--- src/rtl/matrix_structure_classifier_defines.svh ---
// assertion macros for the matrix structure classifier
// no dependencies; included by files that carry concurrent checks

`ifndef MATRIX_STRUCTURE_CLASSIFIER_DEFINES_SVH
`define MATRIX_STRUCTURE_CLASSIFIER_DEFINES_SVH

// same-cycle implication, checks off while in reset
`define MSC_ASSERT_IMP(label, clk, rstn, ante, cons) \
  label: assert property (@(posedge clk) disable iff (!rstn) (ante) |-> (cons)) \
    else $error("msc same-cycle check failed");

// next-cycle implication, checks off while in reset
`define MSC_ASSERT_NXT(label, clk, rstn, ante, cons) \
  label: assert property (@(posedge clk) disable iff (!rstn) (ante) |=> (cons)) \
    else $error("msc next-cycle check failed");

`endif

--- src/rtl/msc_hist.sv ---
// delay line of recent elements for the hankel and toeplitz compares
// depends on nothing but its parameters; length follows the column count

module msc_hist #(
  parameter int MAX_DIM   = 32,
  parameter int ELEM_BITS = 32
) (
  input  logic                             clk_i,
  input  logic                             push_i,
  input  logic [$clog2(MAX_DIM+1)-1:0]     len_i,
  input  logic [ELEM_BITS-1:0]             din_i,
  output logic [ELEM_BITS-1:0]             near_o,
  output logic [ELEM_BITS-1:0]             far_o
);

  localparam int DEPTH = MAX_DIM + 1;
  localparam int LW    = $clog2(MAX_DIM + 1);

  logic [ELEM_BITS-1:0] line_q [DEPTH];

  // new word enters at position len and walks down to position 0, so
  // position 0 holds the word len+1 back and position 2 the word len-1 back
  for (genvar k = 0; k < DEPTH; k++) begin : g_tap
    if (k == DEPTH - 1) begin : g_top
      always_ff @(posedge clk_i) begin
        if (push_i) begin
          line_q[k] <= din_i;
        end
      end
    end else begin : g_mid
      always_ff @(posedge clk_i) begin
        if (push_i) begin
          line_q[k] <= (len_i == LW'(k)) ? din_i : line_q[k+1];
        end
      end
    end
  end

  assign near_o = line_q[2];
  assign far_o  = line_q[0];

endmodule

--- config.mk ---
export PLATFORM = sky130hd
export DESIGN_NAME = msc_hist
export DESIGN_NICKNAME = d
export VERILOG_FILES = /design/src/rtl/matrix_structure_classifier_defines.svh /design/src/rtl/msc_hist.sv
export SDC_FILE = /design/constraint.sdc
export NUM_CORES = 1
export LEC_CHECK = 0
export ABC_AREA = 1
export BUFFER_PORTS_ARGS = -buffer_cell sky130_fd_sc_hd__buf_4
export CAP_MARGIN = 20
export CORE_MARGIN = 5
export CORE_UTILIZATION = 29
export DETAILED_ROUTE_END_ITERATION = 10
export GPL_ROUTABILITY_DRIVEN = 0
export MAX_ROUTING_LAYER = met4
export PLACE_DENSITY = 0.42
export REMOVE_ABC_BUFFERS = 1
export SKIP_LAST_GASP = 1
export SLEW_MARGIN = 20
export SYNTH_ARGS = -nofsm -noshare
export SYNTH_HDL_FRONTEND = slang
export SYNTH_SLANG_ARGS = --single-unit
--- constraint.sdc ---
create_clock -name clk_i -period 4 [get_ports clk_i]
set_clock_uncertainty 0.05 [all_clocks]
set_input_delay 0.4 -clock clk_i [delete_from_list [all_inputs] [get_ports clk_i]]
set_output_delay 0.4 -clock clk_i [all_outputs]
set_load 0.05 [all_outputs]
==> out/qor.yml <==
synth_top_family_by_area: "simple AND/OR/NAND/NOR gates"
syn_area_per_cell_sq_um: 10.06
drtAntennaViolNets: 0
max-cap-violations: 0
crit_arrival_ps: 2490
fin_tns_setup_ps: 0
cp_max_fo: 22
rsz0062_at_grt: "no"
use_met2_pct: 24.49
syn_area_sq_um: 47080
worstSetupPathType: "input pin to flop"
cts_resized: 0
pwr-share-seq_pct: 52.0
h-tree-depth: 3
globalRouteMet1Util_pct: 23.29
die_h_um: 412.9
ir_drop_mv: 0.3554
grt_pass1_wl_um: 208600
synth_compound_area_share_pct: 0
portBuffers: 103
synthXorXnorAreaFrac_pct: 0
dieWidth_um: 412.9
clockBufferDepth: 3
rows: 147
combPwrFrac_pct: 7.2
p_sw_uw: 6201
drtIter0Drc: 2854
cts_buffers: 121
die_area_sq_um: 170500
synthAdderAreaFrac_pct: 0
ys_ff_latch: 1056
hp-class: "input pin to flop"
worst_r2r_path_depth: 2
syn_inst: 4680
drive_gt1_share_pct: 8.274
finalNetCount: 4583
initial_utilization_pct: 29.25
setup_violations: 0
required_ps: 4450
relSlewSlack_pct: 31.30
antenna_found_initial: 3
post-cts-setup-buffer-count: 0
dp_cells: 6580
groute.layer.met3.usage_pct: 2.667
yosysWarnings: 0
area_growth_pct: 13.37
cts_hold_buf: 0
wl_per_cell_um: 20.02
cellPowerDensity_nw_per_um2: 475.4
dp_hpwl_um: 76310
wl_um: 136100
clk_pin_slew_ps: 60
vias: 32600
yosysSeqAreaShare_pct: 67.36
critPathLaunchType: "input pin"
first_pass_iters: 5
reg.largest.list: "line_q (1056)"
leakage_uw: 0.02183
crit_path_end_kind: "flop"
post-route-period-util_pct: 50.96
synth_mux_area_share_pct: 0
clock_power_share_pct: 40.8
fin_crit_ps: 2038
grt_pass1_vias: 31660
final_core_util_pct: 33.16
status: "finished, final reports clean"
io_pins: 104
core-area_sq_um: 160900
largest_register: "line_q"
synthSimpleGateAreaFrac_pct: 28.00
cts_root_buffer: "clkbuf_16"
fmax_mhz: 490.6
swShare_pct: 24.44
maxSlewViolCount: 0
viasPerCell: 4.794
grt_util_all_layers_pct: 16.22
cts_tree: "yes"
grt_max_degree: 178
antennaDiodeCount: 0
clock_latency_ps: 760
busiest_layer: "met2"
drc: 0
clock_sinks: 1056
yosysUniqueCellTypes: 11
hold_depth: 1
largest_reg_flops: 1056
grt_overflow: 0
stdcell_count: 6801
hold_viol: 0
internal-power_uw: 19170
max_slew.worst_pin.slew_ps: 1030
## final timing paths
check,start,to,slack [ps]
worst max-delay path,len_i[4],line_q[1][142]$_DFFE_PP_,1960
worst min-delay path,din_i[8],line_q[4][8]$_DFFE_PP_,80
worst max register to register,line_q[1][234]$_DFFE_PP_,line_q[1][202]$_DFFE_PP_,2990
worst min register to register,line_q[3][153]$_DFFE_PP_,line_q[3][121]$_DFFE_PP_,430
## placed cells by master, fill, tap and decap left out, drive strengths merged
cell type	Yosys	layout
buf	193	218
bufinv	0	2
clkbuf	285	169
clkinv	0	47
clkinvlp	0	1
edfxtp	1056	1056
inv	9	11
nand2	2124	2124
nand3	862	862
nand4	128	128
nor2	23	23
## routing by layer
layer | up-vias | part of all wire [%]
met2 | 772 | 45
li1 | 15640 | -
met5 | - | 0
met1 | 16040 | 48
met3 | 153 | 5.4
met4 | 0 | 1.6
## power groups by stage
stage,Sequential (uW),Combinational (uW),Clock [uW]
2_1_floorplan,13500,728,0
3_3_place_gp,13400,1830,0
3_5_place_dp,13400,1860,0
4_1_cts,13200,1860,10700
5_1_grt,13300,2040,11100
6_report,13200,1830,10300
## cell families (layout without fill, tap and decap cells)
group,count (synthesis),count (layout)
flip-flops,1056,1056
buffers and inverters,487,448
AND/OR/NAND/NOR,3137,3137
## synthesized netlist by cell type (all sizes together)
master,count,share of area [%]
edfxtp,1056,67
buf,193,2.3
nand3,862,9.2
clkbuf,285,2.3
nor2,23,0.20
nand4,128,1.7
inv,9,0.072
nand2,2124,17
## critical path: stages
cell and delay, ps:
buf_4 130, nor2_4 620, nand3_1 670, buf_4 460
nand2_1 100, nand2_1 60
## layout make-up
cell class | count | area (sq um)
multi-input cells | 3137 | 13330
clock buffers | 169 | 3229
well taps | 2160 | 2703
repair buffers | 218 | 1986
inverters | 9 | 33.78
flip-flops and latches | 1056 | 31710
clock inverters | 52 | 381.6
fillers | 16200 | 107600
## stage by stage
stage	power (uW)	hold slack, ps	cell area (sq um)	setup WS [ps]
finish	25370	77.50	53370	1962
global route	26410	50.53	53370	1874
CTS	25730	30.08	53370	1906
detailed placement	15290	444.1	49760	1079
global placement	15270	438.0	49750	1070
floorplan	14230	437.4	44930	-17990
Power figures use the tool's default switching activity.
