==> src/rtl/matrix_structure_classifier_defines.svh <==
// assertion macros for the matrix structure classifier
// no dependencies; included by files that carry concurrent checks

`ifndef MATRIX_STRUCTURE_CLASSIFIER_DEFINES_SVH
`define MATRIX_STRUCTURE_CLASSIFIER_DEFINES_SVH

// same-cycle implication, checks off while in reset
`define MSC_ASSERT_IMP(label, clk, rstn, ante, cons) \
  label: assert property (@(posedge clk) disable iff (!rstn) (ante) |-> (cons)) \
    else $error("msc same-cycle check failed");

// next-cycle implication, checks off while in reset
`define MSC_ASSERT_NXT(label, clk, rstn, ante, cons) \
  label: assert property (@(posedge clk) disable iff (!rstn) (ante) |=> (cons)) \
    else $error("msc next-cycle check failed");

`endif

==> src/rtl/msc_pkg.sv <==
// shared types and constants for the matrix structure classifier
// no dependencies; imported by msc_flags, the top level and the bench

package msc_pkg;

  // port widths fixed by the word formats
  localparam int IN_BITS   = 32;
  localparam int CFG_BITS  = 6;
  localparam int NUM_FLAGS = 11;
  localparam int OUT_BITS  = 16;

  // bit positions of the structure flags in the result word
  localparam int F_IDENTITY = 0;
  localparam int F_NULL     = 1;
  localparam int F_DIAGONAL = 2;
  localparam int F_ANTIDIAG = 3;
  localparam int F_UPPER    = 4;
  localparam int F_LOWER    = 5;
  localparam int F_SYMM     = 6;
  localparam int F_ANTISYMM = 7;
  localparam int F_ECHELON  = 8;
  localparam int F_HANKEL   = 9;
  localparam int F_TOEPLITZ = 10;

  // flags that still apply to a non-square matrix
  localparam logic [NUM_FLAGS-1:0] RECT_MASK =
    NUM_FLAGS'((1 << F_NULL) | (1 << F_ECHELON));

  // configuration register indexes
  typedef enum logic [0:0] {
    REG_ROWS = 1'b0,
    REG_COLS = 1'b1
  } reg_idx_e;

  // position of one element within the matrix, decoded at accept time
  typedef struct packed {
    logic square;
    logic diag;
    logic below;
    logic above;
    logic anti;
    logic hank_chk;
    logic toep_chk;
    logic row_end;
    logic last;
  } msc_pos_t;

endpackage

==> src/rtl/msc_flags.sv <==
// running pass flags and row echelon tracking for the classifier
// depends on msc_pkg

module msc_flags #(
  parameter int MAX_DIM   = 32,
  parameter int ELEM_BITS = 32
) (
  input  logic                           clk_i,
  input  logic                           rst_ni,
  input  logic                           restart_i,
  input  logic                           adv_i,
  input  msc_pkg::msc_pos_t              pos_i,
  input  logic [$clog2(MAX_DIM)-1:0]     col_i,
  input  logic [ELEM_BITS-1:0]           elem_i,
  input  logic [ELEM_BITS-1:0]           sym_ref_i,
  input  logic [ELEM_BITS-1:0]           hank_ref_i,
  input  logic [ELEM_BITS-1:0]           toep_ref_i,
  output logic [msc_pkg::NUM_FLAGS-1:0]  result_o
);

  import msc_pkg::*;

  localparam int IDX_W = $clog2(MAX_DIM);

  logic [NUM_FLAGS-1:0] pass_q, pass_d, pass_next, fail;
  logic                 row_nz_q, row_nz_d;
  logic                 piv_vld_q, piv_vld_d;
  logic [IDX_W-1:0]     piv_q, piv_d;
  logic                 nz, is_one, new_lead;
  logic [ELEM_BITS-1:0] sym_t, neg_e;

  // per-element compares
  always_comb begin
    nz       = (elem_i != '0);
    is_one   = (elem_i == ELEM_BITS'(1));
    neg_e    = '0 - elem_i;
    sym_t    = pos_i.diag ? elem_i : sym_ref_i;
    new_lead = nz && !row_nz_q;

    fail             = '0;
    fail[F_NULL]     = nz;
    fail[F_ECHELON]  = new_lead && piv_vld_q && (col_i <= piv_q);
    if (pos_i.square) begin
      fail[F_IDENTITY] = pos_i.diag ? !is_one : nz;
      fail[F_DIAGONAL] = !pos_i.diag && nz;
      fail[F_ANTIDIAG] = !pos_i.anti && nz;
      fail[F_UPPER]    = pos_i.below && nz;
      fail[F_LOWER]    = pos_i.above && nz;
      fail[F_SYMM]     = (pos_i.diag || pos_i.below) && (sym_t != elem_i);
      fail[F_ANTISYMM] = (pos_i.diag || pos_i.below) && (sym_t != neg_e);
      fail[F_HANKEL]   = pos_i.hank_chk && (elem_i != hank_ref_i);
      fail[F_TOEPLITZ] = pos_i.toep_chk && (elem_i != toep_ref_i);
    end

    pass_next = pass_q & ~fail;
    result_o  = pos_i.square ? pass_next : (pass_next & RECT_MASK);
  end

  // next state of the running flags and row tracking
  always_comb begin
    pass_d    = pass_q;
    row_nz_d  = row_nz_q;
    piv_vld_d = piv_vld_q;
    piv_d     = piv_q;
    if (restart_i) begin
      pass_d    = '1;
      row_nz_d  = 1'b0;
      piv_vld_d = 1'b0;
      piv_d     = '0;
    end else if (adv_i) begin
      if (pos_i.last) begin
        pass_d    = '1;
        row_nz_d  = 1'b0;
        piv_vld_d = 1'b0;
        piv_d     = '0;
      end else begin
        pass_d   = pass_next;
        row_nz_d = pos_i.row_end ? 1'b0 : (row_nz_q || nz);
        if (new_lead) begin
          piv_vld_d = 1'b1;
          piv_d     = col_i;
        end
      end
    end
  end

  always_ff @(posedge clk_i or negedge rst_ni) begin
    if (!rst_ni) begin
      pass_q    <= '1;
      row_nz_q  <= 1'b0;
      piv_vld_q <= 1'b0;
      piv_q     <= '0;
    end else begin
      pass_q    <= pass_d;
      row_nz_q  <= row_nz_d;
      piv_vld_q <= piv_vld_d;
      piv_q     <= piv_d;
    end
  end

endmodule

==> config.mk <==
export PLATFORM = sky130hd
export DESIGN_NAME = msc_flags
export DESIGN_NICKNAME = d
export VERILOG_FILES = /design/src/rtl/matrix_structure_classifier_defines.svh /design/src/rtl/msc_pkg.sv /design/src/rtl/msc_flags.sv
export SDC_FILE = /design/constraint.sdc
export NUM_CORES = 1
export LEC_CHECK = 0
export ABC_AREA = 1
export BUFFER_PORTS_ARGS = -buffer_cell sky130_fd_sc_hd__buf_2
export CAP_MARGIN = 30
export CELL_PAD_IN_SITES_DETAIL_PLACEMENT = 1
export CELL_PAD_IN_SITES_GLOBAL_PLACEMENT = 2
export CORE_MARGIN = 5
export CORE_UTILIZATION = 24
export CTS_BUF_LIST = sky130_fd_sc_hd__clkbuf_16
export DETAILED_ROUTE_END_ITERATION = 6
export PLACE_DENSITY = 0.92
export SYNTH_ARGS = -nofsm -noshare
export SYNTH_HDL_FRONTEND = slang
export SYNTH_SLANG_ARGS = --single-unit
==> constraint.sdc <==
create_clock -name clk_i -period 4.5 [get_ports clk_i]
set_input_delay 1.35 -clock clk_i [delete_from_list [all_inputs] [get_ports clk_i]]
set_output_delay 1.35 -clock clk_i [all_outputs]
set_load 0.02 [all_outputs]
==> impl_metrics.env, run 1 <==
export IMPL_endpoint="result_o[7]"
export IMPL_path_clk_slew_ns=0.05
export IMPL_fp_dieW_um=136
export IMPL_grt_pass1_vias=5032
export IMPL_grt_ovfl_total=0
export IMPL_tightest_slew_ns=0.405
export IMPL_routedWlPerCell_um=14.3
export IMPL_cts_path_max_buffers=2
export IMPL_core_area_sq_mm=0.0157
export IMPL_drive_gt1_share_pct=32.5
export IMPL_ys_flop_type="dfstp_2"
export IMPL_final_core_util_pct=32.8
export IMPL_worstSetupPathType="in2out"
export IMPL_rr_startpoint="piv_q[2]"
export IMPL_drt_first_pass_iters=4
export IMPL_synth_edf_count=0
export IMPL_syn_area_sq_mm=0.00381
export IMPL_synth_xor_area_share_pct=13.3
export IMPL_area_delta_synth_final_pct=35.2
export IMPL_synth_compound_area_share_pct=5.87
export IMPL_n_antenna_cell=0
export IMPL_layout_common_cells="nand2_1, buf_2, nor2_1"
export IMPL_ios=157
export IMPL_grt_max_degree=26
export IMPL_cpMostUsedCell="nand2_1"
export IMPL_period_needed_ns=4.42
export IMPL_crit_chain="buf_2, nor2_4, nand2_1, nor2_1, nand2_1, o21ai_1, nand3_1, nor2_1, nand2_1, nor2_1, nand2_1, a21oi_2, buf_6"
export IMPL_postCtsHoldBufs=0
export IMPL_antenna_found_initial=0
export IMPL_synth_top_family_by_area="simple AND/OR/NAND/NOR gates"
export IMPL_ir_drop_v=0.000116
export IMPL_arrival_ns=3.07
export IMPL_max_cap_violations=0
export IMPL_max_freq_ghz=0.226
export IMPL_initial_core_util_pct=24.3
export IMPL_hold_class="reg2reg"
export IMPL_vias_per_cell=4.48
export IMPL_min_period_over_period_pct=98.3
export IMPL_rsz0062_at_grt="true"
export IMPL_muxShareOfSynthArea_pct=0
export IMPL_hold_viol=0
export IMPL_cp_start_kind="input pin"
export IMPL_cts_sinks=18
export IMPL_postSynthCellCount=675
export IMPL_detailedPlace_worstSlack_ns=-0.0985
export IMPL_p_leak_nw=2.65
export IMPL_ys_seq_area_share_pct=12.2
export IMPL_reg2regPathDepth=8
export IMPL_final_common_cell="nand2_1"
export IMPL_gp_congestion=0.837
export IMPL_clockRootBuffer="clkbuf_16"
export IMPL_syn_num_nets=828
export IMPL_grt_pass1_wl_um=24100
export IMPL_numCtsBuffers=3
export IMPL_setup_viol_count_final=0
export IMPL_regToRegEndpoint="pass_q[8]"
export IMPL_synthDistinctLibCells=36
export IMPL_synth_simple_area_share_pct=55.9
export IMPL_rrSetupSlack_ns=3.14
export IMPL_async_flop_share_pct=100
export IMPL_relSlewSlack_pct=73.0
export IMPL_slowest_delay_ns=0.21
export IMPL_finalMaxSlewViolations=0
export IMPL_synth_seq_cells=18
export IMPL_vias=4762
export IMPL_critPathMaxFanout=6
export IMPL_port_buffers=156
export IMPL_dp_hpwl_um=13300
export IMPL_synthAdderAreaFrac_pct=2.30
export IMPL_tritoncts="built"
export IMPL_routed_wl_um=15100
export IMPL_finClkSkew_ns=0.00753
export IMPL_num_rows=46
export IMPL_syn_area_per_cell_sq_um=5.65
export IMPL_cp_end_kind="output port"
export IMPL_drt_iter0_markers=159
export IMPL_cp_startpoint="elem_i[14]"
export IMPL_dieArea_sq_mm=0.0185
export IMPL_ant_nets=0
export IMPL_seq_area_sq_um=464
export IMPL_setup_ws_ns=0.0767
export IMPL_worst_path_max_delay_cell="nand2_1"
export IMPL_crit_required_ns=3.15
export IMPL_powerDensity_mw_per_mm2=143
export IMPL_yosys_warnings=0
export IMPL_htreeDepth=1
export IMPL_grt_use_total_pct=15.9
export IMPL_drc=0
export IMPL_nFillCells=2165
export IMPL_multi_input_area_sq_mm=0.00302
export IMPL_layout_nets=1001
export IMPL_status="complete, no violations"
export IMPL_die_y_um=136
export IMPL_tns_ns=0
export IMPL_clk_latency_ns=0.25
-- timing repair --
| item | 4_1_cts | 5_1_grt |
|---|---|---|
| pin swaps | 2 | 4 |
| setup endpoints to repair | 1 | 4 |
| resized for setup | 3 | 19 |
| cloned | 0 | 0 |
| buffers inserted | 1 | 4 |
-- critical path: cells and delay by family --
family / cells / cell delay [ns]
and+or+nand+nor: 9 / 1.12
buffers and inverters: 2 / 0.30
AOI/OAI and AO/OA: 2 / 0.29
-- metal layers --
layer  share of wire, %  GRT usage (%)  up-vias
li1                   -              -     2459
met4               0.18           1.01        0
met1                 45           20.5     2218
met2                 51           30.3       83
met3                3.2          0.888        2
met5                  0              0        -
-- power by group --
part,total [W],switching (W),leakage [nW],internal [W]
clock,0.000176,0.0000578,0.0423,0.000118
combinational,0.000380,0.000219,2.40,0.000160
sequential,0.000180,0.00000444,0.209,0.000176
total,0.000735,0.000282,2.65,0.000454
-- state kept, by name (all words and copies together), names as in the netlist --
name	count
piv_vld_q	1
pass_q	11
piv_q	5
row_nz_q	1
-- worst min path at each step --
| stage | from | endpoint | slack [ns] | cells past startpoint |
|---|---|---|---|---|
| after floorplan | pass_q[7] | pass_q[7] | 0.44 | 2 |
| after global placement | pass_q[7] | pass_q[7] | 0.45 | 2 |
| after detailed placement | pass_q[6] | pass_q[6] | 0.48 | 2 |
| after CTS | pass_q[6] | pass_q[6] | 0.48 | 2 |
| after global routing | pass_q[8] | pass_q[8] | 0.51 | 2 |
| final | pass_q[6] | pass_q[6] | 0.48 | 2 |
-- metrics by stage --
| step | cells | hold slack [ns] | cell area, sq um | total power (W) |
|---|---|---|---|---|
| 2_1_floorplan | 675 | 0.442 | 3810 | 0.000399 |
| 3_3_place_gp | 1054 | 0.453 | 4960 | 0.000551 |
| 3_5_place_dp | 1054 | 0.475 | 4960 | 0.000560 |
| 4_1_cts | 1059 | 0.484 | 5050 | 0.000741 |
| 5_1_grt | 1063 | 0.508 | 5160 | 0.000794 |
| 6_report | 1063 | 0.484 | 5160 | 0.000735 |
-- cell usage after synthesis (all sizes together) (9+ instances only) --
cell    number  share of area (%)
nand2      219                 23
nor2       145                 19
inv         62                6.1
nand3       48                6.3
xor2        41                9.4
o21ai       27                3.5
xnor2       17                3.9
clkbuf      16                1.7
nand4       13                2.3
nor4        13                2.1
buf         12                2.7
dfstp       11                7.6
nor3        10                1.3
a21oi        9                1.2
or2          9                1.5
-- cells by family after synthesis --
kind of cell / after synthesis
simple gates: 460
xor+xnor: 58
compound gates: 42
fa+ha+maj: 7
buf+inv: 90
flops: 18
-- layout make-up --
type | instances | share of cell area, %
multi-input combinational | 567 | 58.5
sequential | 18 | 9.00
clock inverter | 1 | 0.0728
timing repair buffer | 196 | 21.1
tap | 216 | 5.24
inverter | 62 | 4.61
clock buffer | 3 | 1.46
Note: power is estimated with default switching activity, not from simulation.
==> run 2, diff against run 1 <==
Settings changed: PLACE_DENSITY 0.92 to default, PLACE_DENSITY_LB_ADDON from default to 0.05.
==> impl_metrics.env, run 2 (synthesis results as in run 1) <==
export IMPL_dieArea_sq_mm=0.0185
export IMPL_gp_congestion=0.827
export IMPL_setup_viol_count_final=0
export IMPL_ant_nets=0
export IMPL_cp_start_kind="input pin"
export IMPL_htreeDepth=1
export IMPL_tritoncts="built"
export IMPL_relSlewSlack_pct=68.4
export IMPL_initial_core_util_pct=24.3
export IMPL_port_buffers=156
export IMPL_p_leak_nw=2.75
export IMPL_grt_use_total_pct=16.2
export IMPL_die_y_um=136
export IMPL_core_area_sq_mm=0.0157
export IMPL_whs_ns=0.470
export IMPL_cp_end_kind="output port"
export IMPL_dp_hpwl_um=13800
export IMPL_grt_pass1_wl_um=24500
export IMPL_postCtsHoldBufs=0
export IMPL_vias=4743
export IMPL_largest_reg_flops=11
export IMPL_ios=157
export IMPL_critPathMaxFanout=4
export IMPL_finClkSkew_ns=0.00125
export IMPL_grt_pass1_vias=5116
export IMPL_cp_top_family="simple AND/OR/NAND/NOR gates"
export IMPL_final_common_cell="nand2_1"
export IMPL_drt_first_pass_iters=4
export IMPL_cpMostUsedCell="buf_6"
export IMPL_worst_path_max_delay_cell="nor2_4"
export IMPL_grt_max_degree=19
export IMPL_fp_dieW_um=136
export IMPL_cp_buffers_inverters=5
export IMPL_worstSetupPathType="in2out"
export IMPL_numCtsBuffers=3
export IMPL_max_freq_ghz=0.225
export IMPL_grt_ovfl_total=0
export IMPL_drive_gt1_share_pct=35.3
export IMPL_clockRootBuffer="clkbuf_16"
export IMPL_top_register="pass_q"
export IMPL_nFillCells=2142
export IMPL_layout_common_cells="nand2_1, buf_2, nor2_1"
export IMPL_arrival_ns=3.10
export IMPL_p_total_w=0.000764
export IMPL_slowest_delay_ns=0.20
export IMPL_vias_per_cell=4.41
export IMPL_layout_nets=1014
export IMPL_max_cap_violations=0
export IMPL_final_core_util_pct=34.4
export IMPL_cts_path_max_buffers=2
export IMPL_routedWlPerCell_um=14.4
export IMPL_min_period_over_period_pct=98.8
export IMPL_reg_top3="pass_q (11), piv_q (5)"
export IMPL_status="complete, no violations"
export IMPL_cts_sinks=18
export IMPL_hold_class="reg2reg"
export IMPL_finalMaxSlewViolations=0
export IMPL_area_delta_synth_final_pct=41.6
export IMPL_num_rows=46
export IMPL_antenna_found_initial=0
export IMPL_crit_required_ns=3.15
export IMPL_period_needed_ns=4.45
export IMPL_tightest_slew_ns=0.469
export IMPL_hold_viol=0
export IMPL_drc=0
export IMPL_clk_latency_ns=0.25
export IMPL_rsz0062_at_grt="true"
export IMPL_routed_wl_um=15500
export IMPL_ir_drop_v=0.000169
export IMPL_crit_chain="buf_6, buf_6, nor2_8, nand2_8, nor2_4, buf_4, buf_4, nand4_1, nand2_1, nand4_1, nor2_1, nand2_2, a21oi_2, buf_6"
export IMPL_n_antenna_cell=0
export IMPL_path_clk_slew_ns=0.05
export IMPL_drt_iter0_markers=98
export IMPL_powerDensity_mw_per_mm2=141
[run 2: changes by cell type in the layout (fill, tap and decap cells not counted), sizes merged]
cell | before | now
buf | 195 | 207
inv | 63 | 62
clkbuf | 4 | 5
clkinv | 0 | 1
[run 2: metal layers]
| metal | vias to the layer above | GRT usage (%) | share of wire (%) |
|---|---|---|---|
| met5 | - | 0 | 0 |
| met1 | 2177 | 21.6 | 47 |
| li1 | 2483 | - | - |
| met4 | 0 | 1.79 | 0.32 |
| met2 | 79 | 29.6 | 50 |
| met3 | 4 | 1.15 | 3.3 |
[run 2: per-stage QoR]
stage / cell area [sq um] / setup slack [ns] / std cells / TNS, ns
after detailed placement: 5060 / -0.0679 / 1065 / -0.0679
after global placement: 5060 / -0.146 / 1065 / -0.146
after floorplan: 3810 / 0.148 / 675 / 0
final: 5400 / 0.0545 / 1076 / 0
after CTS: 5150 / 0.00395 / 1069 / 0
after global routing: 5400 / -0.0642 / 1076 / -0.0642
[run 2: worst paths after layout]
path,start,endpoint,slack (ns),cells past startpoint
worst max register to register,piv_q[2],pass_q[8],3.12,8
max in group asynchronous,rst_ni,pass_q[0],3.13,1
worst min-delay path,pass_q[7],pass_q[7],0.47,2
worst min register to register,pass_q[7],pass_q[7],0.47,2
worst max-delay path,elem_i[1],result_o[7],0.05,14
min in group asynchronous,rst_ni,piv_q[1],1.03,1
[run 2: layout make-up]
cell class | instances | area, sq um | area share (%)
Clock buffer | 3 | 75.1 | 1.39
Clock inverter | 1 | 3.75 | 0.0695
Inverter | 62 | 243 | 4.49
Multi-Input combinational cell | 567 | 3090 | 57.3
Sequential cell | 18 | 464 | 8.59
Tap cell | 216 | 270 | 5.00
Timing Repair Buffer | 209 | 1250 | 23.2
[run 2: what timing repair did]
action,CTS,global route
buffers inserted,0,7
endpoints found under the setup margin,1,6
gates resized for setup,5,55
pin swaps,1,26
[run 2: power breakdown]
group | switching (W) | internal (W)
Combinational | 0.000229 | 0.000176
Sequential | 0.00000431 | 0.000176
Clock | 0.0000610 | 0.000118
Total | 0.000294 | 0.000470
[run 2: worst min-delay path, delay by kind of cell, from the launching register on]
family / cells / cell delay (ns)
flip-flops: 1 / 0.37
AND/OR/NAND/NOR: 2 / 0.10
